--- config.mk ---
export PLATFORM = sky130hd
export DESIGN_NAME = bup4_queue
export DESIGN_NICKNAME = d
export VERILOG_FILES = /design/src/rtl/bup4_pkg.sv /design/src/rtl/bup4_queue.sv
export SDC_FILE = /design/constraint.sdc
export NUM_CORES = 1
export LEC_CHECK = 0
export BUFFER_PORTS_ARGS = -buffer_cell sky130_fd_sc_hd__clkbuf_2
export CAP_MARGIN = 30
export CORE_UTILIZATION = 61
export DETAILED_ROUTE_END_ITERATION = 10
export HOLD_SLACK_MARGIN = 0.08
export MAX_ROUTING_LAYER = met4
export PLACE_DENSITY = 0.95
export SLEW_MARGIN = 20
export SYNTH_ARGS = -nofsm -noshare
export SYNTH_HDL_FRONTEND = slang
export SYNTH_SLANG_ARGS = --single-unit
--- constraint.sdc ---
create_clock -name i_clk -period 7.23 [get_ports i_clk]
set_input_delay 1.446 -clock i_clk [delete_from_list [all_inputs] [get_ports i_clk]]
set_output_delay 1.446 -clock i_clk [all_outputs]
set_load 0.02 [all_outputs]
--- src/rtl/bup4_pkg.sv ---
package bup4_pkg;

    // Fixed field widths.
    localparam int CHAN_W  = 8;
    localparam int PIX_W   = 3 * CHAN_W;
    localparam int ROW_W   = 12;
    localparam int COL_W   = 13;
    localparam int CFGW_W  = 11;
    localparam int CFGH_W  = 13;
    localparam int CFGD_W  = 13;
    localparam int OROW_W  = 14;
    localparam int OCOL_W  = 12;
    localparam int CMP_W   = 14;

    // Design defaults and limits.
    localparam int MAX_WIDTH_DEF = 1024;
    localparam int MAX_HEIGHT    = 4096;
    localparam int WIDTH_RST     = 640;
    localparam int HEIGHT_RST    = 480;

    // Job queue between the front and the back.
    localparam int Q_DEPTH = 4;
    localparam int Q_AW    = $clog2(Q_DEPTH);
    localparam int Q_CW    = $clog2(Q_DEPTH + 1);

    // Configuration register indexes.
    typedef enum logic [0:0] {
        CFG_WIDTH  = 1'b0,
        CFG_HEIGHT = 1'b1
    } t_cfg_idx;

    // Block codes, one bit of the job mask each.
    localparam int BLK_INNER  = 0;  // upper-left block, all four neighbors present
    localparam int BLK_RIGHT  = 1;  // right edge, column repeated
    localparam int BLK_BOTTOM = 2;  // bottom edge, row repeated
    localparam int BLK_CORNER = 3;  // bottom-right corner, pixel repeated

    // One classified input pixel with the neighbors it needs.
    typedef struct packed {
        logic [PIX_W-1:0] x;
        logic [PIX_W-1:0] up;
        logic [PIX_W-1:0] ul;
        logic [PIX_W-1:0] prev;
        logic [ROW_W-1:0] row;
        logic [COL_W-1:0] col;
        logic [3:0]       mask;
    } t_job;

    // Quarter-step interpolation; each weighted term is truncated on its own.
    function automatic logic [CHAN_W-1:0] f_lerp(input logic [CHAN_W-1:0] a,
                                                 input logic [CHAN_W-1:0] b,
                                                 input logic [1:0]        d);
        logic [CHAN_W+2:0] pa;
        logic [CHAN_W+2:0] pb;
        logic [CHAN_W:0]   s;
        pa = {3'b000, a} * (11'd4 - {9'd0, d});
        pb = {3'b000, b} * {9'd0, d};
        s  = {1'b0, pa[CHAN_W+1:2]} + {1'b0, pb[CHAN_W+1:2]};
        return s[CHAN_W-1:0];
    endfunction

endpackage

--- src/rtl/bup4_queue.sv ---
module bup4_queue (
    input  logic                      i_clk,
    input  logic                      i_rst_n,
    input  logic                      i_push,
    input  bup4_pkg::t_job            i_job,
    input  logic                      i_pop,
    output bup4_pkg::t_job            o_head,
    output logic                      o_valid,
    output logic [bup4_pkg::Q_CW-1:0] o_count
);
    import bup4_pkg::*;

    t_job            r_ent [Q_DEPTH];
    logic [Q_AW-1:0] r_wp;
    logic [Q_AW-1:0] r_rp;
    logic [Q_CW-1:0] r_cnt;

    // Pointers and fill count.
    always_ff @(posedge i_clk) begin
        if (!i_rst_n) begin
            r_wp  <= '0;
            r_rp  <= '0;
            r_cnt <= '0;
        end else begin
            if (i_push) begin
                r_wp <= r_wp + Q_AW'(1);
            end
            if (i_pop) begin
                r_rp <= r_rp + Q_AW'(1);
            end
            r_cnt <= r_cnt + Q_CW'(i_push) - Q_CW'(i_pop);
        end
    end

    // Entry storage.
    always_ff @(posedge i_clk) begin
        if (i_push) begin
            r_ent[r_wp] <= i_job;
        end
    end

    assign o_head  = r_ent[r_rp];
    assign o_valid = (r_cnt != '0);
    assign o_count = r_cnt;

endmodule

; After elaboration in Yosys (flattened, before gate mapping)
; Memories as Yosys holds them, arrays and structs flattened. A register that Yosys moved wholly into a read port is not among the register bits.
; Cells that the tools add are included.
[totals]
reg_bits = 7
mem_bits_rw = 500
inputBits = 129
output_inout_bits = 129
word_cells = 13
n_memories = 1
[op_classes]
add_sub_neg = 4
n_mux = 4
n_reduce_logical = 1
[mem_list]
columns = name, depth, width, read_ports, rd_ports_with_merged_regs, write_ports, line
row1 = r_ent, 4, 125, 1, 1, 1, bup4_queue.sv:13  ; t_job r_ent [Q_DEPTH];
[ops]
columns = operator, n
row1 = $add 2x1->2 const B, 2
row2 = $mux 2, 2
row3 = $add 3x1->3, 1
row4 = $reduce_bool 3->1, 1
row5 = $sub 3x1->3, 1
row6 = $mux 1, 2

; Logic depth before layout (Yosys ltp)
; Gate-level depths: netlist (run 1).
[depth]
depth_word = 3
depth_mapped = 7
ltp_nobuf = 7

; Worst setup path before layout (run 1)
; OpenSTA, ideal clock, no wires.
[synth_path]
path_type = input -> register
startpoint = input port i_push
endpoint = memory r_ent[0][0] (netlist bit), enable pin
setup_ns = 0.498
t_arrival_ns = 4.312
required_time_ns = 6.732
setup_slack_ns = 2.420
cell_stages = 1
path_buffers = 0
cell_sequence = and2_1
[synth_via]
elab_chain_cells = 2
[synth_lines]
columns = element, line
row1 = from (decl), bup4_queue.sv:4  ; input logic i_push,
row2 = $mux 1, bup4_queue.sv:37  ; if (i_push) begin
row3 = $mux 1 (not written as such), bup4_queue.sv:38  ; r_ent[r_wp] <= i_job;
row4 = to (decl), bup4_queue.sv:13
; No other way between the ends.

==> results of run 1 <==
[metal layers]
| layer | wire length, um | part of all wire, % | up-vias |
|---|---|---|---|
| met5 | 0 | 0 | - |
| met3 | 2960 | 8.2 | 63 |
| met4 | 820 | 2.3 | 0 |
| met2 | 19100 | 53 | 422 |
| met1 | 13400 | 37 | 4450 |
| li1 | - | - | 3603 |
[kinds of logic (layout without fill, tap and decap cells)]
logic type | Yosys count | count (layout)
flip-flops | 509 | 509
multiplexers | 126 | 126
buffers and inverters | 35 | 363
AND/OR/NAND/NOR | 13 | 13
adder cells (fa/ha/maj) | 7 | 7
XOR/XNOR | 3 | 3
AO/OA/AOI/OAI | 2 | 2
other | 0 | 4
[worst min-delay path, stage by stage (launching register included)]
cell and delay [ns]:
dfxtp_1 0.33, nand3b_1 0.11, a21oi_1 0.08
[power groups by stage]
stage / registers (mW) / clock network, mW / logic [mW]
3_5_place_dp: 3.50 / 0 / 0.693
4_1_cts: 3.45 / 2.38 / 0.703
2_1_floorplan: 3.50 / 0 / 0.447
5_1_grt: 3.45 / 2.48 / 0.738
6_report: 3.44 / 2.34 / 0.696
3_3_place_gp: 3.50 / 0 / 0.658
[placed cells by master, fill, tap and decap left out, types with 2 or more instances in the layout]
master and instances:
clkinv_2 7, dfxtp_1 7, clkinv_1 11, mux4_2 125, clkbuf_2 257, nor2_1 5, bufinv_16 2, clkbuf_8 3
inv_1 7, and2_1 2, diode_2 4, clkbuf_1 13, buf_16 4, xnor2_1 2, edfxtp_1 500, ha_1 6
buf_4 8, dfxtp_4 2, and2_4 4, clkbuf_16 49
[flip-flops by register name (all words and copies together) (netlist names), named ones only]
register and count:
r_rp 2, o_count 3, r_ent 500, r_wp 2
[worst max path at each step]
stage / depth (start not counted) / slack [ns] / from / to
2_1_floorplan: 1 / 2.42 / i_push / r_ent[0][0]
3_3_place_gp: 4 / 3.21 / register / o_head[19]
3_5_place_dp: 4 / 3.18 / register / o_head[19]
4_1_cts: 4 / 2.59 / register / o_head[91]
5_1_grt: 4 / 2.43 / register / o_head[91]
6_report: 4 / 2.70 / register / o_head[91]
[cell usage after synthesis, types with 2 or more instances]
cell / n / area, sq um
xnor2_1: 2 / 17.5
nor2_1: 5 / 18.8
ha_1: 6 / 75.1
buf_2: 14 / 70.1
and2_1: 6 / 37.5
inv_1: 7 / 26.3
edfxtp_1: 500 / 15000
clkbuf_1: 7 / 26.3
buf_6: 7 / 78.8
dfxtp_1: 9 / 180
mux4_2: 125 / 2820
[through the flow]
| step | util [%] | cell area, sq um | worst slack (ns) | power (mW) |
|---|---|---|---|---|
| 3_3_place_gp | 67.7 | 20100 | 3.21 | 4.15 |
| 3_5_place_dp | 67.9 | 20200 | 3.18 | 4.20 |
| 4_1_cts | 72.8 | 21600 | 2.59 | 6.53 |
| 6_report | 73.0 | 21700 | 2.70 | 6.48 |
| 2_1_floorplan | - | 18400 | 2.42 | 3.94 |
| 5_1_grt | 73.0 | 21700 | 2.43 | 6.67 |
[area by class of cell]
type                            count  area (sq um)  share of cell area, %
Clock inverter                     22           153                  0.703
Sequential cell                   509         15200                   70.0
Clock buffer                       65          1320                   6.06
Tap cell                          390           488                   2.25
Inverter                            7          26.3                  0.121
Antenna cell                        4          10.0                 0.0461
Timing Repair Buffer              269          1460                   6.71
Multi-Input combinational cell    151          3060                   14.1
==> metrics.yaml, run 1 <==
finish:
  drive_above_1_share_pct: 45.4
  nets: 1122
  areaGrowthSynthToFinish_pct: 17.7
  final_cells: 1417
  fillCellCount: 1583
grt:
  grt_pass1_wl_mm: 53.0
  top_usage_layer: "met2"
  grt_max_degree: 68
  antenna_found_initial: 4
  use_met2_pct: 40.8
  use_met1_pct: 30.3
  grt.met3_usage_pct: 5.71
  grtUsageTotal_pct: 24.4
  first_global_vias: 8826
  grt-ovfl-total: 0
logic_synthesis:
  synthCells: 695
  ys_ff_latch: 509
  syn_area_sq_um: 18400
  synth_mux_area_share_pct: 15.3
  syn_avg_cell_area_sq_um: 26.5
  synth-compound-area-share_pct: 0.0814
  synth_top_family_by_area: "multiplexers"
  synth_nets: 831
  yosys_warnings: 0
  ys_seq_area_share_pct: 82.4
  synth_fa_ha_area_share_pct: 0.516
  ys_async_sr_fraction_pct: 0
  synth_edf_count: 500
  yosysUniqueCellTypes: 18
  synth_simple_gate_area_share_pct: 0.380
  ys.flop_type: "edfxtp_1"
  synth_xor_area_share_pct: 0.224
worst_setup_path:
  cp_common_cell: "buf_4"
  path_max_fanout: 37
  cp_slowest_stage_delay_ns: 0.69
  criticalPathCategory: "reg2out"
  worst_path_max_delay_cell: "buf_4"
  critPathBufInv: 3
  reg2reg_depth: 4
  r2r-end: "r_ent[0][108]"
  path_cells: "buf_4 > buf_4 > mux4_2 > clkbuf_2"
  cp.arrival_ns: 3.09
  rrSetupSlack_ns: 4.60
  crit_family: "buffers and inverters"
  critical_path_required_ns: 5.78
  crit_path_start_kind: "register"
  r2r_start: "r_wp[0]"
  crit_path_end_kind: "primary output"
power_and_ir_drop:
  p_comb_share_pct: 10.7
  power_density_nw_per_um2: 299
  p_switching_mw: 1.47
  vdd_drop_max_v: 0.000260
  pwr-share-seq_pct: 53.2
  leakagePower_nw: 7.37
  clkPwrFrac_pct: 36.1
  internal-power_mw: 5.02
  netSwitchingFraction_pct: 22.6
placement:
  gp_congestion: 0.789
  io_buffers: 257
  dp_hpwl_mm: 21.5
  placed_cells: 1324
timing:
  period_share_pct: 62.7
  setup_violations: 0
  fin_setup_tns_ns: 0
  hold_slack_ns: 0.562
  slew_viol_final: 0
  worstMarginPinSlew_ns: 0.976
  rsz0062_at_grt: "false"
  min_period_ns: 4.53
  relSlewSlack_pct: 34.9
  finalClockSkew_ns: 0.0257
  timing.fmax_ghz: 0.221
  hold_viol_final: 0
clock_tree:
  cts_sinks: 509
  clockBufferDepth: 3
  root_buffer: "clkbuf_16"
  cts.repair.resized: 0
  htreeDepth: 2
  cts_made_buffers: 48
  hold_buffers: 0
  worstSkewPairLatency_ns: 0.54
  post-cts-setup-buffer-count: 0
  path_clk_slew_ns: 0.06
  cts_tree: "done"
min_path:
  whs_path_depth: 2
  hold_path_class: "reg2reg"
  worstHoldStart: "r_rp[1]"
floorplanning:
  die_w_um: 176
  pin_count: 258
  row_count: 63
  die_h_um: 176
  core_sq_um: 29700
  die_area_sq_um: 30900
  start_util_pct: 62.1
routing:
  drt_iter0_markers: 751
  first_pass_iters: 5
  avgRoutedWirePerCell_um: 25.6
  viasPerCell: 6.03
  drc: 0
  finalWirelength_mm: 36.3
  vias: 8538
  ant_nets: 0
outcome:
  outcome: "finished clean"
job:
  cap_viol_max_count: 0
No activity file was read; power rests on OpenSTA's default activity.
==> run 2, diff against run 1 <==
--- a/config.mk
+++ b/config.mk
@@ -5,13 +5,14 @@
 export SDC_FILE = /design/constraint.sdc
 export NUM_CORES = 1
 export LEC_CHECK = 0
+export ABC_AREA = 1
 export BUFFER_PORTS_ARGS = -buffer_cell sky130_fd_sc_hd__clkbuf_2
 export CAP_MARGIN = 30
-export CORE_UTILIZATION = 61
+export CORE_UTILIZATION = 58
 export DETAILED_ROUTE_END_ITERATION = 10
 export HOLD_SLACK_MARGIN = 0.08
 export MAX_ROUTING_LAYER = met4
-export PLACE_DENSITY = 0.95
+export PLACE_DENSITY = 0.91
 export SLEW_MARGIN = 20
 export SYNTH_ARGS = -nofsm -noshare
 export SYNTH_HDL_FRONTEND = slang
==> constraint.sdc (replaced) <==
create_clock -name i_clk -period 4.75 [get_ports i_clk]
set_input_delay 0.95 -clock i_clk [delete_from_list [all_inputs] [get_ports i_clk]]
set_output_delay 0.95 -clock i_clk [all_outputs]
set_load 0.02 [all_outputs]
==> metrics.yaml, run 2 <==
finish:
  mostFrequentLayoutCells: "edfxtp_1 (500), inv_1 (261), nand2_1 (260)"
  largest_reg_flops: 500  # unchanged
  fillCellCount: 2163  # +37%
  stdcell_area_sq_um: 23400  # +8.0%
  final_cells: 2245  # +58%
  areaGrowthSynthToFinish_pct: 16.1
  mostFrequentLayoutCell: "edfxtp_1"
  nets: 1890  # +68%
  largest-register: "r_ent"
  drive_above_1_share_pct: 20.1  # -25 points
worst_setup_path:
  criticalPathCategory: "reg2out"
  cp.arrival_ns: 2.43  # -0.66 ns
  crit_path_start_kind: "register"
  crit_path_end_kind: "primary output"
  critical_path_required_ns: 3.80  # -1.98 ns
  path_max_fanout: 61  # +65%
placement:
  dp_hpwl_mm: 23.0  # +7.0%
  place_area_sq_um: 21700  # +7.4%
  io_buffers: 257  # unchanged
  placed_cells: 2150  # +62%
  gp_congestion: 0.781  # -1.0%
grt:
  antenna_found_initial: 4  # unchanged
  first_global_vias: 12200  # +38%
  grt_max_degree: 135  # +99%
  grt-ovfl-total: 0  # unchanged
  grt_pass1_wl_mm: 61.3  # +16%
  grtUsageTotal_pct: 23.1  # -1.3 points
logic_synthesis:
  synth_edf_count: 500  # unchanged
  synth.most_common_cell: "edfxtp_1"
  synth_commonest_cells: "edfxtp_1 (500), inv_1 (265), nand2_1 (260)"
  yosys_warnings: 0  # unchanged
  synthCells: 1513  # +120%
  synth_top_area_share_pct: 74.4  # -7.0 points
  syn_avg_cell_area_sq_um: 13.3  # -50%
  yosys.area.top_type: "edfxtp_1"
  ys_async_sr_fraction_pct: 0  # unchanged
  ys_ff_latch: 509  # unchanged
  syn_area_sq_um: 20200  # +9.5%
  yosysUniqueCellTypes: 17  # -1
  ys_seq_area_share_pct: 75.3  # -7.1 points
  synth_nets: 1649  # +98%
  ys.flop_type: "edfxtp_1"
  synth_area_leaders: "edfxtp_1 (74%), inv_1 (4.9%), nand2_1 (4.8%)"
clock_tree:
  cts.repair.resized: 0  # unchanged
  hold_buffers: 0  # unchanged
  cts_made_buffers: 49  # +2.1%
  worstSkewPairLatency_ns: 0.56  # +0.02 ns
  htreeDepth: 2  # unchanged
  clockBufferDepth: 3  # unchanged
  cts_tree: "done"
  post-cts-setup-buffer-count: 0  # unchanged
  path_clk_slew_ns: 0.06  # about the same
  cts_sinks: 509  # unchanged
  root_buffer: "clkbuf_16"
power_and_ir_drop:
  p_switching_mw: 2.43  # +66%
  p_comb_share_pct: 10.2  # -0.5 points
  internal-power_mw: 7.96  # +59%
  vdd_drop_max_v: 0.000382  # +47%
  leakagePower_nw: 9.21  # +25%
  netSwitchingFraction_pct: 23.4  # +0.75 points
  clkPwrFrac_pct: 39.7  # +3.6 points
  power_density_nw_per_um2: 443  # +49%
  pwr-share-seq_pct: 50.0  # -3.2 points
timing:
  worstMarginPinSlew_ns: 0.868  # -0.108 ns
  hold_slack_ns: 0.463  # -0.0988 ns
  relSlewSlack_pct: 42.1  # +7.2 points
  timing.fmax_ghz: 0.296
  fin_setup_tns_ns: 0  # unchanged
  slew_viol_final: 0  # unchanged
  period_share_pct: 71.2
  min_period_ns: 3.38
  setup_violations: 0  # unchanged
  rsz0062_at_grt: "false"
  hold_viol_final: 0  # unchanged
  finalClockSkew_ns: 0.0115  # -0.0142 ns
routing:
  ant_nets: 0  # unchanged
  drt_iter0_markers: 1130  # +50%
  first_pass_iters: 5  # unchanged
  viasPerCell: 5.43  # -9.9%
  avgRoutedWirePerCell_um: 17.9  # -30%
  vias: 12200  # +43%
  drc: 0  # unchanged
  finalWirelength_mm: 40.1  # +10%
min_path:
  hold_path_class: "reg2reg"
floorplanning:
  start_util_pct: 59.6  # -2.5 points
  core_sq_um: 33900  # +14%
  pin_count: 258  # unchanged
  die_area_sq_um: 35600  # +15%
  row_count: 67  # +6.3%
  die_w_um: 189  # +7.2%
  die_h_um: 189  # +7.2%
outcome:
  outcome: "finished clean"
job:
  cap_viol_max_count: 0  # unchanged
[run 2: power by group through the flow]
stage	logic, mW	registers (mW)	clock network [mW]
5_1_grt	1.16	5.21	4.34
3_3_place_gp	1.00	5.29	0
2_1_floorplan	0.689	5.30	0
6_report	1.06	5.20	4.13
4_1_cts	1.06	5.21	4.18
3_5_place_dp	1.04	5.30	0
[run 2: through the flow]
stage          util [%]  worst slack (ns)  power [mW]
2_1_floorplan         -             0.880        5.99
3_3_place_gp       64.0              1.87        6.30
3_5_place_dp       64.0              1.82        6.35
4_1_cts            69.1              1.15        10.5
5_1_grt            69.2              1.24        10.7
6_report           69.2              1.37        10.4
[run 2: worst max-delay path, cell delays in order, from the launching register on]
cell and delay [ns]:
dfxtp_4 0.64, buf_12 0.32, buf_12 0.28, a21oi_1 0.13
o21ai_1 0.17, nand2_1 0.12, clkbuf_2 0.17
[run 2: final cells by class]
| class | instances | area (sq um) | area share, % |
|---|---|---|---|
| Timing Repair Buffer | 274 | 1580 | 6.73 |
| Tap cell | 448 | 561 | 2.39 |
| Clock buffer | 55 | 1290 | 5.51 |
| Clock inverter | 35 | 455 | 1.94 |
| Inverter | 265 | 1010 | 4.33 |
| Sequential cell | 509 | 15200 | 64.9 |
| Multi-Input combinational cell | 655 | 3320 | 14.2 |
| Antenna cell | 4 | 10.0 | 0.0427 |
[run 2: kinds of logic (layout without fill, tap and decap cells)]
kind of cell             Yosys count  count (layout)  synth area share [%]
AO/OA/AOI/OAI                    385             385                  11.1
buffers and inverters            349             629                  8.26
adder cells (fa/ha/maj)            7               7                 0.471
AND/OR/NAND/NOR                  263             263                  4.90
other                              0               4                     0
flip-flops                       509             509                  75.3
[run 2: layer usage]
layer	global-route usage (%)	vias to the layer above	wire [um]
li1	-	5767	-
met1	27.5	5827	15300
met2	38.7	505	20200
met3	5.01	88	3560
met4	8.75	0	972
met5	-	-	0
[run 2: final timing paths]
| path | slack (ns) | startpoint | to | cells past startpoint |
|---|---|---|---|---|
| max | 1.37 | register | o_head[60] | 6 |
| min | 0.46 | r_rp[1] | register | 2 |
| max reg2reg | 2.51 | r_wp[0] | r_ent[2][118] | 5 |
| min reg2reg | 0.46 | r_rp[1] | register | 2 |
==> run 3, diff against run 2 <==
--- a/config.mk
+++ b/config.mk
@@ -5,14 +5,14 @@
 export SDC_FILE = /design/constraint.sdc
 export NUM_CORES = 1
 export LEC_CHECK = 0
-export ABC_AREA = 1
+export ABC_AREA = 0
 export BUFFER_PORTS_ARGS = -buffer_cell sky130_fd_sc_hd__clkbuf_2
 export CAP_MARGIN = 30
-export CORE_UTILIZATION = 58
+export CORE_UTILIZATION = 51
 export DETAILED_ROUTE_END_ITERATION = 10
 export HOLD_SLACK_MARGIN = 0.08
 export MAX_ROUTING_LAYER = met4
-export PLACE_DENSITY = 0.91
+export PLACE_DENSITY = 0.86
 export SLEW_MARGIN = 20
 export SYNTH_ARGS = -nofsm -noshare
 export SYNTH_HDL_FRONTEND = slang
==> constraint.sdc (replaced) <==
create_clock -name i_clk -period 2.95 [get_ports i_clk]
set_input_delay 0.59 -clock i_clk [delete_from_list [all_inputs] [get_ports i_clk]]
set_output_delay 0.59 -clock i_clk [all_outputs]
set_load 0.02 [all_outputs]
==> metrics.yaml, run 3 (same netlist as run 1, synthesis figures left out) <==
clock_tree:
  cts_sinks: 509  # unchanged
  cts_tree: "done"
  path_clk_slew_ns: 0.06  # about the same
  worstSkewPairLatency_ns: 0.56  # about the same
  htreeDepth: 2  # unchanged
  cts_made_buffers: 50  # +2.0%
  clockBufferDepth: 3  # unchanged
  root_buffer: "clkbuf_16"
  hold_buffers: 0  # unchanged
placement:
  gp_congestion: 0.722  # -7.5%
  dp_hpwl_mm: 21.0  # -8.8%
  io_buffers: 257  # unchanged
  placed_cells: 1403  # -35%
worst_setup_path:
  crit_path_start_kind: "register"
  cp_slowest_stage_delay_ns: 0.57  # -0.07 ns
  reg2reg_depth: 4  # -1
  cp.arrival_ns: 2.09  # -0.34 ns
  r2r-end: "r_ent[2][74]"
  crit_family: "buffers and inverters"
  crit_path_end_kind: "primary output"
  rrSetupSlack_ns: 1.20  # -1.31 ns
  path_cells: "buf_12 > buf_12 > mux4_2 > clkbuf_2"
  r2r_start: "r_wp[0]"
  critPathBufInv: 3  # unchanged
  worst_path_max_delay_cell: "mux4_2"
  criticalPathCategory: "reg2out"
  cp_common_cell: "buf_12"
  path_max_fanout: 22  # -64%
  critical_path_required_ns: 2.36  # -1.44 ns
min_path:
  worstHoldStart: "i_job[43]"
  whs_endpoint: "r_ent[3][43]"
  whs_path_depth: 1  # -1
  hold_path_class: "in2reg"
timing:
  finalClockSkew_ns: 0.0103  # -0.00116 ns
  hold_viol_final: 0  # unchanged
  period_share_pct: 90.8
  timing.fmax_ghz: 0.373
  slew_viol_final: 0  # unchanged
  min_period_ns: 2.68
  setup_violations: 0  # unchanged
  worstMarginPinSlew_ns: 0.458  # -0.410 ns
  fin_setup_tns_ns: 0  # unchanged
  rsz0062_at_grt: "false"
  relSlewSlack_pct: 69.5  # +27 points
  hold_slack_ns: 0.236  # -0.227 ns
routing:
  finalWirelength_mm: 34.6  # -14%
  first_pass_iters: 5  # unchanged
  ant_nets: 0  # unchanged
  drc: 0  # unchanged
  avgRoutedWirePerCell_um: 23.0  # +29%
  vias: 8402  # -31%
  viasPerCell: 5.58  # +2.8%
  drt_iter0_markers: 585  # -48%
floorplanning:
  die_area_sq_um: 36900  # +3.9%
  pin_count: 258  # unchanged
  row_count: 69  # +3.0%
  start_util_pct: 51.9  # -7.8 points
  die_w_um: 192  # +1.9%
  die_h_um: 192  # +1.9%
  core_sq_um: 35600  # +5.0%
finish:
  fillCellCount: 2381  # +10%
  final_cells: 1506  # -33%
  areaGrowthSynthToFinish_pct: 20.0
  largest_reg_flops: 500  # unchanged
  largest-register: "r_ent"
  nets: 1138  # -40%
  mostFrequentLayoutCells: "edfxtp_1 (500), clkbuf_2 (257), mux4_2 (125)"
  mostFrequentLayoutCell: "edfxtp_1"
  drive_above_1_share_pct: 46.9  # +27 points
grt:
  grt_max_degree: 69  # -49%
  antenna_found_initial: 2  # -2
  grt-ovfl-total: 0  # unchanged
  first_global_vias: 8934  # -27%
  grtUsageTotal_pct: 19.6  # -3.5 points
  grt_pass1_wl_mm: 51.5  # -16%
power_and_ir_drop:
  leakagePower_nw: 7.52  # -18%
  finalPower_mw: 16.2  # +56%
  vdd_drop_max_v: 0.000656  # +72%
  power_density_nw_per_um2: 733  # +65%
job:
  cap_viol_max_count: 0  # unchanged
outcome:
  outcome: "finished clean"
run 3: cell types whose count changed in the layout (fill, tap and decap cells not counted), moves of 7 or more:
cell / delta
bufinv_16: -7
mux4_2: +125
nand2_1: -260
o21ai_1: -124
a21oi_1: -130
inv_1: -254
o211ai_1: -125
run 3: metal layers:
metal | vias to the layer above | wire length, um | global-route usage (%)
met5 | - | 0 | -
met4 | 0 | 614 | 5.48
met3 | 45 | 2600 | 5.41
met2 | 327 | 17800 | 32.0
met1 | 4400 | 13600 | 24.3
li1 | 3630 | - | -
run 3: how the worst max path moves through the flow:
| stage | slack (ns) | to | startpoint | depth (start not counted) |
|---|---|---|---|---|
| 5_1_grt | 0.17 | o_head[102] | register | 4 |
| 3_3_place_gp | 0.66 | o_head[102] | register | 3 |
| 6_report | 0.27 | o_head[102] | register | 4 |
| 2_1_floorplan | 0.38 | r_ent[1][0] | i_push | 1 |
| 3_5_place_dp | 0.63 | o_head[102] | register | 3 |
| 4_1_cts | 0.003 | o_head[102] | register | 3 |
run 3: final cells by class:
type,count,area (sq um),area share [%]
clock buffers,62,1340,6.04
well taps,461,577,2.61
inverters,7,26.3,0.119
repair buffers,283,1690,7.65
diodes,2,5.00,0.0226
clock inverters,31,238,1.07
flip-flops and latches,509,15200,68.7
multi-input cells,151,3060,13.8
run 3: what timing repair did:
action,CTS,global route
setup endpoints to repair,0,38
resized for setup,0,0
buffers inserted,0,8
run 3: where the power goes:
part / internal, mW / switching (mW) / leakage (nW) / total, mW
combinational: 0.735 / 1.03 / 2.08 / 1.77
clock: 3.48 / 2.57 / 0.764 / 6.05
sequential: 8.31 / 0.0950 / 4.67 / 8.41
run 3: per-stage QoR:
step | area, sq um | worst slack (ns) | util (%)
finish | 22100 | 0.272 | 62.2
global placement | 20500 | 0.655 | 57.6
floorplan | 18400 | 0.379 | -
CTS | 22100 | 0.00337 | 62.0
detailed placement | 20500 | 0.630 | 57.6
global route | 22100 | 0.173 | 62.2
