File: src/rtl/bup4_pkg.sv
package bup4_pkg;

    // Fixed field widths.
    localparam int CHAN_W  = 8;
    localparam int PIX_W   = 3 * CHAN_W;
    localparam int ROW_W   = 12;
    localparam int COL_W   = 13;
    localparam int CFGW_W  = 11;
    localparam int CFGH_W  = 13;
    localparam int CFGD_W  = 13;
    localparam int OROW_W  = 14;
    localparam int OCOL_W  = 12;
    localparam int CMP_W   = 14;

    // Design defaults and limits.
    localparam int MAX_WIDTH_DEF = 1024;
    localparam int MAX_HEIGHT    = 4096;
    localparam int WIDTH_RST     = 640;
    localparam int HEIGHT_RST    = 480;

    // Job queue between the front and the back.
    localparam int Q_DEPTH = 4;
    localparam int Q_AW    = $clog2(Q_DEPTH);
    localparam int Q_CW    = $clog2(Q_DEPTH + 1);

    // Configuration register indexes.
    typedef enum logic [0:0] {
        CFG_WIDTH  = 1'b0,
        CFG_HEIGHT = 1'b1
    } t_cfg_idx;

    // Block codes, one bit of the job mask each.
    localparam int BLK_INNER  = 0;  // upper-left block, all four neighbors present
    localparam int BLK_RIGHT  = 1;  // right edge, column repeated
    localparam int BLK_BOTTOM = 2;  // bottom edge, row repeated
    localparam int BLK_CORNER = 3;  // bottom-right corner, pixel repeated

    // One classified input pixel with the neighbors it needs.
    typedef struct packed {
        logic [PIX_W-1:0] x;
        logic [PIX_W-1:0] up;
        logic [PIX_W-1:0] ul;
        logic [PIX_W-1:0] prev;
        logic [ROW_W-1:0] row;
        logic [COL_W-1:0] col;
        logic [3:0]       mask;
    } t_job;

    // Quarter-step interpolation; each weighted term is truncated on its own.
    function automatic logic [CHAN_W-1:0] f_lerp(input logic [CHAN_W-1:0] a,
                                                 input logic [CHAN_W-1:0] b,
                                                 input logic [1:0]        d);
        logic [CHAN_W+2:0] pa;
        logic [CHAN_W+2:0] pb;
        logic [CHAN_W:0]   s;
        pa = {3'b000, a} * (11'd4 - {9'd0, d});
        pb = {3'b000, b} * {9'd0, d};
        s  = {1'b0, pa[CHAN_W+1:2]} + {1'b0, pb[CHAN_W+1:2]};
        return s[CHAN_W-1:0];
    endfunction

endpackage

File: src/rtl/bup4_back.sv
module bup4_back (
    input  logic                        i_clk,
    input  logic                        i_rst_n,
    input  bup4_pkg::t_job              i_job,
    input  logic                        i_job_valid,
    output logic                        o_job_pop,
    input  logic                        i_pop,
    output logic                        o_empty,
    output logic [bup4_pkg::CHAN_W-1:0] o_out_red,
    output logic [bup4_pkg::CHAN_W-1:0] o_out_green,
    output logic [bup4_pkg::CHAN_W-1:0] o_out_blue,
    output logic [bup4_pkg::OROW_W-1:0] o_out_row,
    output logic [bup4_pkg::OCOL_W-1:0] o_out_col,
    output logic                        o_run_last
);
    import bup4_pkg::*;

    logic [3:0]        r_done;
    logic [3:0]        r_pix;
    logic              r_ov;
    logic [PIX_W-1:0]  r_rgb;
    logic [OROW_W-1:0] r_orow;
    logic [OCOL_W-1:0] r_ocol;
    logic              r_last;

    logic [3:0]        pend;
    logic [3:0]        blk;
    logic              last_blk;
    logic              step;
    logic              blk_end;
    logic [1:0]        dx;
    logic [1:0]        dy;
    logic [PIX_W-1:0]  ca, cb, cc, cd;
    logic [ROW_W-1:0]  br;
    logic [COL_W-1:0]  bc;
    logic [PIX_W-1:0]  rgb;
    logic [CHAN_W-1:0] top;
    logic [CHAN_W-1:0] bot;

    assign dx = r_pix[1:0];
    assign dy = r_pix[3:2];

    // Pick the lowest block of the head job not yet sent.
    always_comb begin
        pend = i_job.mask & ~r_done;
        blk  = 4'd0;
        if (pend[BLK_INNER]) begin
            blk[BLK_INNER] = 1'b1;
        end else if (pend[BLK_RIGHT]) begin
            blk[BLK_RIGHT] = 1'b1;
        end else if (pend[BLK_BOTTOM]) begin
            blk[BLK_BOTTOM] = 1'b1;
        end else begin
            blk[BLK_CORNER] = 1'b1;
        end
        last_blk = (pend & ~blk) == 4'd0;
    end

    // Corners and block position for the chosen block.
    always_comb begin
        ca = i_job.x;
        cb = i_job.x;
        cc = i_job.x;
        cd = i_job.x;
        br = i_job.row;
        bc = i_job.col;
        if (blk[BLK_INNER]) begin
            ca = i_job.ul;
            cb = i_job.up;
            cc = i_job.prev;
            br = i_job.row - ROW_W'(1);
            bc = i_job.col - COL_W'(1);
        end else if (blk[BLK_RIGHT]) begin
            ca = i_job.up;
            cb = i_job.up;
            br = i_job.row - ROW_W'(1);
        end else if (blk[BLK_BOTTOM]) begin
            ca = i_job.prev;
            cc = i_job.prev;
            bc = i_job.col - COL_W'(1);
        end
    end

    // Horizontal then vertical interpolation, per channel.
    always_comb begin
        rgb = '0;
        top = '0;
        bot = '0;
        for (int ch = 0; ch < 3; ch++) begin
            top = f_lerp(ca[ch*CHAN_W +: CHAN_W], cb[ch*CHAN_W +: CHAN_W], dx);
            bot = f_lerp(cc[ch*CHAN_W +: CHAN_W], cd[ch*CHAN_W +: CHAN_W], dx);
            rgb[ch*CHAN_W +: CHAN_W] = f_lerp(top, bot, dy);
        end
    end

    assign step      = i_job_valid && (!r_ov || i_pop);
    assign blk_end   = (r_pix == 4'hF);
    assign o_job_pop = step && blk_end && last_blk;

    // Block and pixel sequencing over the head job.
    always_ff @(posedge i_clk) begin
        if (!i_rst_n) begin
            r_done <= '0;
            r_pix  <= '0;
            r_ov   <= 1'b0;
        end else begin
            if (step) begin
                r_pix <= r_pix + 4'd1;
                r_ov  <= 1'b1;
                if (blk_end) begin
                    r_done <= last_blk ? 4'd0 : (r_done | blk);
                end
            end else if (i_pop) begin
                r_ov <= 1'b0;
            end
        end
    end

    // Output register; it is loaded when a job is waiting and it is free or being taken.
    always_ff @(posedge i_clk) begin
        if (step) begin
            r_rgb  <= rgb;
            r_orow <= {br, dy};
            r_ocol <= OCOL_W'({bc, dx});
            r_last <= blk_end && last_blk;
        end
    end

    assign o_empty     = !r_ov;
    assign o_out_red   = r_rgb[2*CHAN_W +: CHAN_W];
    assign o_out_green = r_rgb[CHAN_W +: CHAN_W];
    assign o_out_blue  = r_rgb[0 +: CHAN_W];
    assign o_out_row   = r_orow;
    assign o_out_col   = r_ocol;
    assign o_run_last  = r_last;

endmodule

File: config.mk
export PLATFORM = sky130hd
export DESIGN_NAME = bup4_back
export DESIGN_NICKNAME = d
export VERILOG_FILES = /design/src/rtl/bup4_pkg.sv /design/src/rtl/bup4_back.sv
export SDC_FILE = /design/constraint.sdc
export NUM_CORES = 1
export LEC_CHECK = 0
export ABC_CLOCK_PERIOD_IN_PS = 11870
export BUFFER_PORTS_ARGS = -buffer_cell sky130_fd_sc_hd__buf_2
export CAP_MARGIN = 20
export CORE_ASPECT_RATIO = 1.5
export CORE_MARGIN = 5
export CORE_UTILIZATION = 55
export CTS_BUF_LIST = sky130_fd_sc_hd__clkbuf_8
export CTS_CLUSTER_DIAMETER = 200
export CTS_CLUSTER_SIZE = 12
export DETAILED_ROUTE_END_ITERATION = 10
export PLACE_DENSITY = 0.76
export SYNTH_ARGS = -nofsm -noshare
export SYNTH_HDL_FRONTEND = slang
export SYNTH_SLANG_ARGS = --single-unit
File: constraint.sdc
create_clock -name i_clk -period 11.87 [get_ports i_clk]
set_input_delay 1.7805 -clock i_clk [delete_from_list [all_inputs] [get_ports i_clk]]
set_output_delay 1.7805 -clock i_clk [all_outputs]
set_load 0.02 [all_outputs]
== Word-level counts from Yosys, hierarchy flattened ==
Index checks and enable logic that the tools add are counted.
Word-level totals
  register bits after elaboration: 60
  input port bits: 129
  output and inout port bits: 53
  word-level logic and storage cells: 75
Operators by class
  add/subtract/negate cells: 14
  multipliers: 18
  equal/unequal tests: 1
  muxes and demuxes: 21
  bitwise logic cells: 5
  reductions and logical operators: 9
Operator list (number)
  2-to-1 mux 24 bit: 7
  multiplier 8 x 2 -> 10 bit: 9
  multiplier 8 x 11 -> 10 bit: 7
  adder 8 bit: 9
  2-to-1 mux 10 bit: 3
  2-to-1 mux 12 bit: 2
  multiplier 9 x 4 -> 10 bit: 2
  subtractor 12 x 1 -> 12 bit, second input constant: 1
  subtractor 10 x 1 -> 10 bit, second input constant: 1
  bitwise AND 4 bit: 2
  NOT 4 bit: 2
  subtractor 3 x 2 -> 4 bit, first input constant: 2
  2-to-1 mux 1 bit: 6
  adder 4 x 1 -> 4 bit, second input constant: 1
  == test 4 bit, second input constant: 1
  logical AND 1 bit: 4
  zero test 4 bit: 1
  2-to-1 mux 4 bit: 1
  OR 4 bit: 1
  2-to-1 mux 3 bit: 1
  2-to-1 mux 2 bit: 1
  AND reduction 2 bit: 1
  nonzero test 2 bit: 1
  zero test 1 bit: 1
  logical OR 1 bit: 1

== Depth between registers and ports, before layout ==
Gate-level depths: netlist of run 1.
  word-level depth: 12
  mapped depth: 37
  mapped depth without buffers: 36

== Least setup slack after synthesis of run 1 ==
Ideal clock, no wire load.
  path kind: input-to-reg
  start: input i_job[1] (netlist name)
  end: register r_rgb[15], data pin
  library setup time: 0.268 ns
  data arrival time: 9.118 ns
  required time: 11.602 ns
  setup slack: 2.485 ns
  cell stages on the path: 31
  path buffers: 2
  cell sequence: nor2b_1 -> buf_2 -> buf_1 -> a21oi_1 -> a21oi_1 -> o21ai_0 -> and2_1 -> ha_1 -> ha_1 -> fa_1 -> ha_1 -> fa_1 -> ha_1 -> a21oi_1 -> nor2b_1 -> o21a_1 -> o41ai_1 -> xnor2_1 -> and2_1 -> fa_1 -> ha_1 -> ha_1 -> ha_1 -> ha_1 -> a21oi_1 -> xnor2_1 -> ha_1 -> a21oi_1 -> o21ai_0 -> xnor2_1 -> xnor3_1
On the way
  longest elaborated chain between the ends: 10
  elaborated cells on any way between the ends: 19
  those cells by class: 3 x add/sub; 5 x mul; 10 x mux; 1 x bitwise
RTL lines
  start: declaration: line bup4_back.sv:4  | input bup4_pkg::t_job i_job,
  bitwise AND 4 bit (*): line bup4_back.sv:45  | pend = i_job.mask & ~r_done;
  2-to-1 mux 2 bit: line bup4_back.sv:49  | end else if (pend[BLK_RIGHT]) begin
  2-to-1 mux 3 bit (*): line bup4_back.sv:47  | if (pend[BLK_INNER]) begin
  2-to-1 mux 24 bit: line bup4_back.sv:77  | end else if (blk[BLK_BOTTOM]) begin
  2-to-1 mux 24 bit: line bup4_back.sv:73  | end else if (blk[BLK_RIGHT]) begin
  2-to-1 mux 24 bit: line bup4_back.sv:67  | if (blk[BLK_INNER]) begin
  multiplier 8 x 11 -> 10 bit: line bup4_pkg.sv:56  | pa = {3'b000, a} * (11'd4 - {9'd0, d});
  adder 8 bit: line bup4_pkg.sv:58  | s = {1'b0, pa[CHAN_W+1:2]} + {1'b0, pb[CHAN_W+1:2]};
  multiplier 8 x 11 -> 10 bit or multiplier 8 x 2 -> 10 bit (tied branches): line bup4_pkg.sv:56, bup4_pkg.sv:57
  adder 8 bit (*): line bup4_pkg.sv:58
  named net rgb[15]: line bup4_back.sv:36  | logic [PIX_W-1:0] rgb;
  end signal: assignment: line bup4_back.sv:122  | r_rgb <= rgb;
  end: declaration: line bup4_back.sv:21  | logic [PIX_W-1:0] r_rgb;
The timed path passes the listed nets; every way through them passes the cells marked *.
A chain may end at the register's enable or synchronous reset.

== Final worst setup path of run 1 ==
  start: input i_job[0] (netlist name)
  end: register r_rgb[15], data pin
On the way
  longest elaborated chain between the ends: 9
  elaborated cells on any way between the ends: 18
  those cells by class: 3 x add/sub; 5 x mul; 9 x mux; 1 x bitwise
RTL lines (line)
  bitwise AND 4 bit (*): bup4_back.sv:45
  2-to-1 mux 3 bit: bup4_back.sv:47
  2-to-1 mux 24 bit: bup4_back.sv:77
  2-to-1 mux 24 bit: bup4_back.sv:73
  2-to-1 mux 24 bit: bup4_back.sv:67
  multiplier 8 x 11 -> 10 bit: bup4_pkg.sv:56
  adder 8 bit: bup4_pkg.sv:58
  multiplier 8 x 11 -> 10 bit or multiplier 8 x 2 -> 10 bit (tied branches): bup4_pkg.sv:56, bup4_pkg.sv:57
  adder 8 bit (*): bup4_pkg.sv:58
  named net rgb[15]: bup4_back.sv:36
Marks and branches as above.

==> results.yml, run 1 <==
outcome:
  status: "finished clean"
cells_and_area:
  nets: 2580
  antennaDiodeCount: 0
  syn_to_final_growth_pct: 9.123
  final_core_utilization_pct: 61.12
  fill_cells: 2494
  drive_above_1_share_pct: 10.75
worst_setup_path:
  cp_common_cell: "ha_1"
  worst-r2r-setup-slack_ps: 2870
  critPathCaptureType: "flop"
  worstPathArrival_ps: 10150
  cpMaxStageDelayCell: "nor2_1"
  r2r-end: "r_rgb[15]$_DFFE_PP_"
  reg2reg_depth: 32
  critPathMaxStageDelay_ps: 590
  rr_startpoint: "r_done[0]$_SDFFE_PN0P_"
  cp.required_ps: 11980
  path_class: "in2reg"
  startpoint_type: "input port"
  crit_fanout: 7
grt:
  grt_max_degree: 41
  grt_pass1_wl_mm: 63.60
  gr-total-overflow: 0
  grt_pass1_vias: 13980
  track_usage_pct: 23.91
  antenna_found_initial: 0
synthesis:
  syn_inst: 1894
  synth_edf_count: 51
  yosysUniqueCellTypes: 47
  syn_area_sq_um: 15720
  syn_avg_cell_area_sq_um: 8.298
  synth_flop_cell: "edfxtp_1"
  ys_ff_latch: 60
  ys_seq_area_share_pct: 10.89
  async_reset_ff_share_pct: 0
  synth_nets: 2432
  yosysWarnings: 0
floorplan:
  chipHeight_um: 217.0
  row_count: 75
  core_area_sq_um: 28060
  start_util_pct: 56.01
  die_x_um: 148.0
  ioPinCount: 182
  die-area_sq_um: 32130
place:
  pre_cts_slack_ps: 1525
  gp_congestion: 0.8816
  numPortBuffers: 178
  place_hpwl_mm: 32.86
clocking:
  cts_sinks: 60
  insertion_delay_ps: 370
  ctsHoldBuffers: 0
  cts_made_buffers: 9
  h-tree-depth: 3
  cts_resized: 0
  cts_setup_buffers: 0
  cts_buffer_depth: 2
  tritoncts: "done"
  clkTransAtPathRegs_ps: 80
  root_buffer: "clkbuf_8"
timing:
  layout_min_cycle_time_ps: 10040
  hold_viol: 0
  final_max_slew_viol_count: 0
  slew_headroom_pct: 32.77
  final.setup.tns_ps: 0
  fin_ws_ps: 1827
  max_freq_mhz: 99.57
  rsz0062_at_grt: "false"
  min_period_over_period_pct: 84.61
  worst_slew_pin_slew_ps: 1006
  setup_violations: 0
  fin_skew_ps: 19.65
drt:
  vias_per_cell: 5.706
  wire_per_inst_um: 16.13
  num_vias: 13650
  drc: 0
  ant_nets: 0
  first_pass_iters: 5
  drt_iter0_markers: 644
  wirelength_mm: 38.60
flow_run:
  cap_violations: 0
hold_path:
  hold_path.class: "reg2reg"
  hold_depth: 2
  hp-start: "r_done[3]$_SDFFE_PN0P_"
  hold_end: "r_done[3]$_SDFFE_PN0P_"
power_and_ir_drop:
  p_per_area_nw_per_um2: 117.5
  power_w: 0.002014
  peakVddDrop_uv: 48.95
  p_leak_nw: 9.204
==> metrics by stage <==
step	cells	area (sq um)	hold slack, ps
2_1_floorplan	1894	15720	437.4
3_3_place_gp	2377	16970	448.1
3_5_place_dp	2377	16970	461.7
4_1_cts	2393	17150	480.8
5_1_grt	2393	17150	528.2
6_report	2393	17150	481.4
==> worst max-delay path: cells and delay by family <==
kind / cells / cell delay [ps]
compound gates: 10 / 2260
xor+xnor: 5 / 1040
fa+ha+maj: 11 / 3600
buf+inv: 1 / 130
simple gates: 6 / 1320
==> worst max path at each step <==
stage | cells after the start | slack [ps] | startpoint | to
floorplan | 31 | 2480 | i_job[1] | r_rgb[15]$_DFFE_PP_
global placement | 33 | 1670 | i_job[0] | r_rgb[15]$_DFFE_PP_
detailed placement | 32 | 1520 | i_job[0] | r_rgb[15]$_DFFE_PP_
CTS | 32 | 1880 | i_job[0] | r_rgb[15]$_DFFE_PP_
global route | 33 | 1380 | i_job[0] | r_rgb[15]$_DFFE_PP_
finish | 33 | 1830 | i_job[0] | r_rgb[15]$_DFFE_PP_
==> registers in the layout (all words and copies together), names as in the netlist <==
name,flops
r_rgb,24
o_out_row,14
o_out_col,12
r_done,4
r_pix,4
o_run_last,1
r_ov,1
==> power breakdown <==
group | switching (W) | leakage (nW) | total, W | internal (W)
registers | 0.0000101 | 0.572 | 0.000301 | 0.000291
clock network | 0.0000913 | 0.103 | 0.000186 | 0.0000944
logic | 0.000867 | 8.53 | 0.00153 | 0.000661
==> placed cells by master, fill, tap and decap left out, drive strengths merged, types with 3 or more instances in the layout <==
cell / count
nor2: 147
fa: 65
nor2b: 70
and2: 155
o21a: 14
ha: 344
xnor3: 9
a21oi: 142
xor2: 46
nand3: 11
a21o: 39
nor3: 18
a41o: 6
clkbuf: 9
or3: 8
nand2: 135
mux2i: 43
o211ai: 13
a311oi: 15
a31oi: 7
edfxtp: 51
nand2b: 25
a21boi: 14
o21bai: 38
inv: 178
clkinv: 4
dfxtp: 9
a41oi: 3
buf: 197
a211oi: 6
o21ai: 61
and3: 9
xnor2: 140
==> logic make-up (layout without fill, tap and decap cells) <==
group,count (synthesis),after routing,share of synthesized area [%]
AOI/OAI and AO/OA,360,360,14.26
xor gates and xnor gates,195,195,11.75
adders and majority gates,409,409,35.67
buffers and inverters,236,389,5.676
DFF,60,60,10.89
muxes,45,45,2.882
and+or+nand+nor,589,589,18.88
==> final cells by class <==
cell class                      count  area (sq um)  area share [%]
Inverter                          176         660.6           3.852
Clock inverter                      7         60.06          0.3502
Tap cell                          346         432.9           2.524
Clock buffer                        9         123.9          0.7223
Sequential cell                    60          1712           9.980
Timing Repair Buffer              197          1033           6.026
Multi-Input combinational cell   1598         13130           76.54
==> cell usage after synthesis (3+ instances only) <==
cell	n	share of area [%]
a41o_1	6	0.38
ha_1	344	27
clkbuf_1	47	1.1
and3_1	9	0.36
or3_1	8	0.32
a21o_1	39	1.9
a311oi_1	15	0.84
nand2b_1	25	1.0
a211oi_1	6	0.29
xor2_1	46	2.6
nand2_1	135	3.2
xnor2_1	138	7.7
nor2_1	146	3.5
a41oi_1	3	0.17
xnor3_1	9	1.3
buf_2	5	0.16
and2_1	155	6.2
buf_1	8	0.19
o21bai_1	38	1.8
a31oi_1	7	0.28
fa_1	65	8.3
a21oi_1	141	4.5
o21ai_0	59	1.9
a21boi_0	14	0.67
nor3_1	18	0.57
mux2i_1	43	2.7
o21a_1	14	0.67
o211ai_1	13	0.62
nand3_1	11	0.35
dfxtp_1	9	1.1
inv_1	176	4.2
nor2b_1	68	2.7
edfxtp_1	51	9.7
==> layer usage <==
metal | GRT usage, % | routed length, um | vias to the layer above
li1 | - | - | 6744
met1 | 28.04 | 15600 | 6429
met2 | 44.37 | 19200 | 401
met3 | 2.455 | 2277 | 80
met4 | 9.307 | 1527 | 0
met5 | 0 | 0 | -
No activity file was read; power rests on OpenSTA's default activity.
==> run 2: changes to the inputs <==
--- a/config.mk
+++ b/config.mk
@@ -5,7 +5,7 @@
 export SDC_FILE = /design/constraint.sdc
 export NUM_CORES = 1
 export LEC_CHECK = 0
-export ABC_CLOCK_PERIOD_IN_PS = 11870
+export ABC_CLOCK_PERIOD_IN_PS = 9700
 export BUFFER_PORTS_ARGS = -buffer_cell sky130_fd_sc_hd__buf_2
 export CAP_MARGIN = 20
 export CORE_ASPECT_RATIO = 1.5
==> constraint.sdc (replaced) <==
create_clock -name i_clk -period 9.7 [get_ports i_clk]
set_input_delay 1.455 -clock i_clk [delete_from_list [all_inputs] [get_ports i_clk]]
set_output_delay 1.455 -clock i_clk [all_outputs]
set_load 0.02 [all_outputs]
==> run 2 against run 1 <==
Sequential power up 22%. Total power up 24%. Clock skew up 7.3 ps. Combinational power is 23% higher. First-iteration DRC count shrank 0.16%. Critical endpoint unchanged. Largest power group unchanged.
==> results.yml, run 2 (same netlist as run 1, synthesis figures left out) <==
cells_and_area:
  layout_common_cells: "344 x ha_1, 179 x inv_1, 178 x buf_2"
  multi_input_comb_area_sq_um: 13130
  syn_to_final_growth_pct: 10.12
  largest_reg_flops: 24
  drive_above_1_share_pct: 11.31
  regArea_sq_um: 1712
  nets: 2593
  final_cell_count_no_fill: 2407
  regMostFlops: "r_rgb"
  fin_area_sq_um: 17310
  layout_commonest_cell: "ha_1"
  fill_cells: 2460
drt:
  wirelength_mm: 38.98
  num_vias: 13580
  vias_per_cell: 5.641
  met2WireLength_mm: 19.00
  top_layer: "met4"
  met1_length_mm: 16.15
  first_pass_iters: 6
  drt_iter0_markers: 643
  wire_per_inst_um: 16.19
  drc: 0
  routed-wl-met3_mm: 2.332
  ant_nets: 0
power_and_ir_drop:
  p_leak_nw: 9.294
  peakVddDrop_uv: 71.47
  power_frac_comb_pct: 75.0
  p_clk_share_pct: 10.3
  p_per_area_nw_per_um2: 144.9
  switching_share_pct: 47.32
  p_seq_share_pct: 14.7
  intPower_w: 0.001321
  switching_power_w: 0.001187
worst_setup_path:
  critPathBufInv: 2
  reg2reg_depth: 30
  cp.required_ps: 9830
  crit_fanout: 5
  critPathCaptureType: "flop"
  cp_top_family: "adder cells"
  startpoint_type: "input port"
  rr_startpoint: "r_pix[1]$_SDFFE_PN0P_"
  worstPathArrival_ps: 9300
  cpMaxStageDelayCell: "fa_1"
  crit_end: "r_rgb[15]$_DFFE_PP_"
  r2r-end: "r_rgb[15]$_DFFE_PP_"
  cp_common_cell: "ha_1"
  critPathMaxStageDelay_ps: 500
  startpoint: "i_job[2]"
  critical_path_depth: 34
  worst-r2r-setup-slack_ps: 1260
  path_class: "in2reg"
flow_run:
  cap_violations: 0
clocking:
  cts_sinks: 60
  tritoncts: "done"
  insertion_delay_ps: 370
  cts_made_buffers: 9
  cts_buffer_depth: 2
  clkTransAtPathRegs_ps: 90
  root_buffer: "clkbuf_8"
  h-tree-depth: 3
grt:
  grt_pass1_vias: 14120
  grt_pass1_wl_mm: 64.71
  antenna_found_initial: 1
  gr-total-overflow: 0
  track_usage_pct: 24.38
  grt_max_degree: 47
place:
  gp_congestion: 0.9321
  numPortBuffers: 178
  place_hpwl_mm: 32.99
  placed_cells: 2390
  place_area_sq_um: 17090
timing:
  final_max_slew_viol_count: 0
  final.setup.tns_ps: 0
  hold_viol: 0
  min_period_over_period_pct: 94.55
  rsz0062_at_grt: "false"
  timing.hold.ws_ps: 485.7
  setup_violations: 0
  max_freq_mhz: 109.0
  layout_min_cycle_time_ps: 9171
  fin_skew_ps: 26.95
  slew_headroom_pct: 44.68
  worst_slew_pin_slew_ps: 829.8
floorplan:
  row_count: 75
  core_area_sq_um: 28060
  chipHeight_um: 217.0
  die-area_sq_um: 32130
  ioPinCount: 182
  start_util_pct: 56.01
  die_x_um: 148.0
hold_path:
  hold_path.class: "reg2reg"
outcome:
  status: "finished clean"
[run 2: timing repair]
| action | in CTS | in global routing |
|---|---|---|
| setup endpoints to repair | 0 | 1 |
| resized for setup | 0 | 1 |
| buffers inserted | 0 | 0 |
| hold endpoints to repair | 0 | 0 |
| hold buffers | 0 | 0 |
[run 2: tightest hold or removal path, stage by stage (launching register included)]
cell and delay (ps):
dfxtp_1 340, a31oi_1 50, nor2_1 70
[run 2: power by group through the flow]
stage	logic (W)	clock network [W]	registers (W)
2_1_floorplan	0.00134	0	0.000440
3_3_place_gp	0.00181	0	0.000375
3_5_place_dp	0.00185	0	0.000375
4_1_cts	0.00189	0.000268	0.000369
5_1_grt	0.00214	0.000280	0.000373
6_report	0.00188	0.000260	0.000368
[run 2: layout make-up]
cell class	instances	share of cell area, %
clock buffers	10	0.7953
diodes	1	0.01446
well taps	346	2.501
repair buffers	210	6.680
inverters	176	3.817
clock inverters	6	0.4338
flip-flops and latches	60	9.890
multi-input cells	1598	75.87
[run 2: layer usage]
layer	track usage, %	up-vias
met5	0	-
met4	10.02	0
met3	3.891	85
met2	43.53	385
met1	28.96	6339
li1	-	6769
[run 2: worst min-delay path by stage]
stage	slack, ps	cells after the start	startpoint	to
2_1_floorplan	440	2	r_done[3]$_SDFFE_PN0P_	r_done[3]$_SDFFE_PN0P_
3_3_place_gp	450	2	r_done[3]$_SDFFE_PN0P_	r_done[3]$_SDFFE_PN0P_
3_5_place_dp	470	2	r_done[3]$_SDFFE_PN0P_	r_done[3]$_SDFFE_PN0P_
4_1_cts	490	2	r_done[3]$_SDFFE_PN0P_	r_done[3]$_SDFFE_PN0P_
5_1_grt	540	2	r_done[3]$_SDFFE_PN0P_	r_done[3]$_SDFFE_PN0P_
6_report	490	2	r_done[3]$_SDFFE_PN0P_	r_done[3]$_SDFFE_PN0P_
[run 2: per-stage QoR]
stage / total power, W / setup slack (ps) / utilization [%]
after detailed placement: 0.002227 / 89.94 / 60.91
after floorplan: 0.001783 / 640.1 / -
after CTS: 0.002528 / 456.7 / 61.66
after global placement: 0.002184 / 177.1 / 60.91
after global routing: 0.002788 / 60.39 / 61.68
final: 0.002508 / 529.1 / 61.68
==> run 3: changes to the inputs <==
--- a/config.mk
+++ b/config.mk
@@ -5,9 +5,9 @@
 export SDC_FILE = /design/constraint.sdc
 export NUM_CORES = 1
 export LEC_CHECK = 0
-export ABC_CLOCK_PERIOD_IN_PS = 9700
+export ABC_CLOCK_PERIOD_IN_PS = 8000
 export BUFFER_PORTS_ARGS = -buffer_cell sky130_fd_sc_hd__buf_2
-export CAP_MARGIN = 20
+export CAP_MARGIN = 0
 export CORE_ASPECT_RATIO = 1.5
 export CORE_MARGIN = 5
 export CORE_UTILIZATION = 55
@@ -15,7 +15,8 @@
 export CTS_CLUSTER_DIAMETER = 200
 export CTS_CLUSTER_SIZE = 12
 export DETAILED_ROUTE_END_ITERATION = 10
-export PLACE_DENSITY = 0.76
+export PLACE_DENSITY = 0.79
+export SKIP_CTS_REPAIR_TIMING = 1
 export SYNTH_ARGS = -nofsm -noshare
 export SYNTH_HDL_FRONTEND = slang
 export SYNTH_SLANG_ARGS = --single-unit
==> constraint.sdc (replaced) <==
create_clock -name i_clk -period 8 [get_ports i_clk]
set_input_delay 1.2 -clock i_clk [delete_from_list [all_inputs] [get_ports i_clk]]
set_output_delay 1.2 -clock i_clk [all_outputs]
set_load 0.02 [all_outputs]
==> run 3 against run 2 <==
Global-route usage grew 0.75 points. The flow now finishes with violations (setup timing). Non-clock buffer count grew 127. Via count increased by 5.9%. Core utilization up 6.8 points. Highest routed layer unchanged. Critical endpoint unchanged. Count of clock-buffer cells in the layout increased by 1. Cell area increased by 11%. Hold slack improved by 10 ps. Sequential share of layout area down 0.98 points.
==> results.yml, run 3 (same netlist as run 1, synthesis figures left out) <==
outcome:
  status: "finished, violations left"
  violations: "setup timing"
drt:
  wire_per_inst_um: 16.83
  drt_iter0_markers: 871
  ant_nets: 0
  wirelength_mm: 42.65
  vias_per_cell: 5.670
  first_pass_iters: 8
  drc: 0
  num_vias: 14370
floorplan:
  core_area_sq_um: 28060
  row_count: 75
  ioPinCount: 182
  die_x_um: 148.0
  die-area_sq_um: 32130
  chipHeight_um: 217.0
  start_util_pct: 56.01
clocking:
  cts_buffer_depth: 2
  cts_sinks: 60
  cts_made_buffers: 9
  insertion_delay_ps: 390
  clkTransAtPathRegs_ps: 110
  root_buffer: "clkbuf_8"
  tritoncts: "done"
  h-tree-depth: 3
cells_and_area:
  nets: 2720
  layout_common_cells: "306 x ha_1, 177 x buf_2, 174 x inv_1"
  layout_commonest_cell: "ha_1"
  syn_to_final_growth_pct: 22.20
  drive_above_1_share_pct: 21.90
  regMostFlops: "r_rgb"
  largest_reg_flops: 24
grt:
  grt_max_degree: 45
  grt_pass1_vias: 14610
  gr-total-overflow: 0
  grt_pass1_wl_mm: 66.85
  antenna_found_initial: 2
  track_usage_pct: 25.13
worst_setup_path:
  worstPathArrival_ps: 8190
  cpMaxStageDelayCell: "fa_2"
  rr_startpoint: "r_done[0]$_SDFFE_PN0P_"
  startpoint: "i_job[2]"
  crit_fanout: 5
  cp_common_cell: "ha_4"
  startpoint_type: "input port"
  cp.required_ps: 8150
  critPathMaxStageDelay_ps: 610
  critPathCaptureType: "flop"
  path_class: "in2reg"
power_and_ir_drop:
  p_per_area_nw_per_um2: 189.7
  p_leak_nw: 10.01
  peakVddDrop_uv: 125.9
  power_w: 0.003644
timing:
  slew_headroom_pct: 38.69
  final.setup.tns_ps: -42.09
  hold_viol: 0
  rsz0062_at_grt: "true"
  worst_slew_pin_slew_ps: 919.7
  setup_violations: 1
  layout_min_cycle_time_ps: 8042
  min_period_over_period_pct: 100.5
  fin_skew_ps: 33.90
  max_freq_mhz: 124.3
  final_max_slew_viol_count: 0
  fin_ws_ps: -42.09
hold_path:
  hp-start: "r_done[3]$_SDFFE_PN0P_"
  hold_path.class: "reg2reg"
flow_run:
  cap_violations: 0
place:
  gp_congestion: 0.9933
  pre_cts_slack_ps: -570.5
  place_hpwl_mm: 35.18
  numPortBuffers: 178
## run 3: cell types whose count changed in the layout (fill, tap and decap cells not counted), sizes merged
cell	change
inv	-3
diode	+1
bufinv	-1
clkinv	+1
clkinvlp	+2
buf	+126
clkbuf	+2
## run 3: path summary, 6_finish.rpt
kind | slack (ps) | cells past startpoint | end
worst min register to register | 500 | 2 | r_done[3]$_SDFFE_PN0P_
worst max-delay path | -40 | 36 | r_rgb[15]$_DFFE_PP_
worst min-delay path | 500 | 2 | r_done[3]$_SDFFE_PN0P_
worst max register to register | 340 | 34 | r_rgb[15]$_DFFE_PP_
## run 3: final cells by class
class	count	area, sq um
Sequential cell	60	1712
Fill cell	2166	8853
Clock buffer	11	151.4
Inverter	176	663.1
Clock inverter	5	58.81
Multi-Input combinational cell	1598	13970
Tap cell	346	432.9
Antenna cell	2	5.005
Timing Repair Buffer	337	2212
## run 3: through the flow
stage	instance area [sq um]	utilization [%]	std cells	hold slack, ps
3_3_place_gp	18300	65.22	2507	449.7
4_1_cts	18510	65.97	2523	480.9
5_1_grt	19200	68.44	2534	504.5
2_1_floorplan	16100	-	1894	437.4
6_report	19200	68.45	2535	495.7
3_5_place_dp	18300	65.22	2507	460.7
## run 3: power breakdown
group / leakage (nW) / switching, W / internal (W)
Clock: 0.102 / 0.000156 / 0.000162
Sequential: 0.572 / 0.0000147 / 0.000432
Combinational: 9.34 / 0.00148 / 0.00140
Total: 10.0 / 0.00165 / 0.00199
## run 3: layer usage
metal / vias up / track usage (%) / share of wire (%)
li1: 7029 / - / -
met1: 6887 / 29.53 / 41
met2: 366 / 45.85 / 50
met3: 91 / 2.643 / 4.6
met4: 0 / 11.12 / 4.1
met5: - / 0 / 0
## run 3: critical path, delay by kind of cell
kind / cells / cell delay, ps
fa+ha+maj: 12 / 3770
compound gates: 11 / 1420
xor+xnor: 4 / 710
simple gates: 4 / 560
buf+inv: 5 / 520
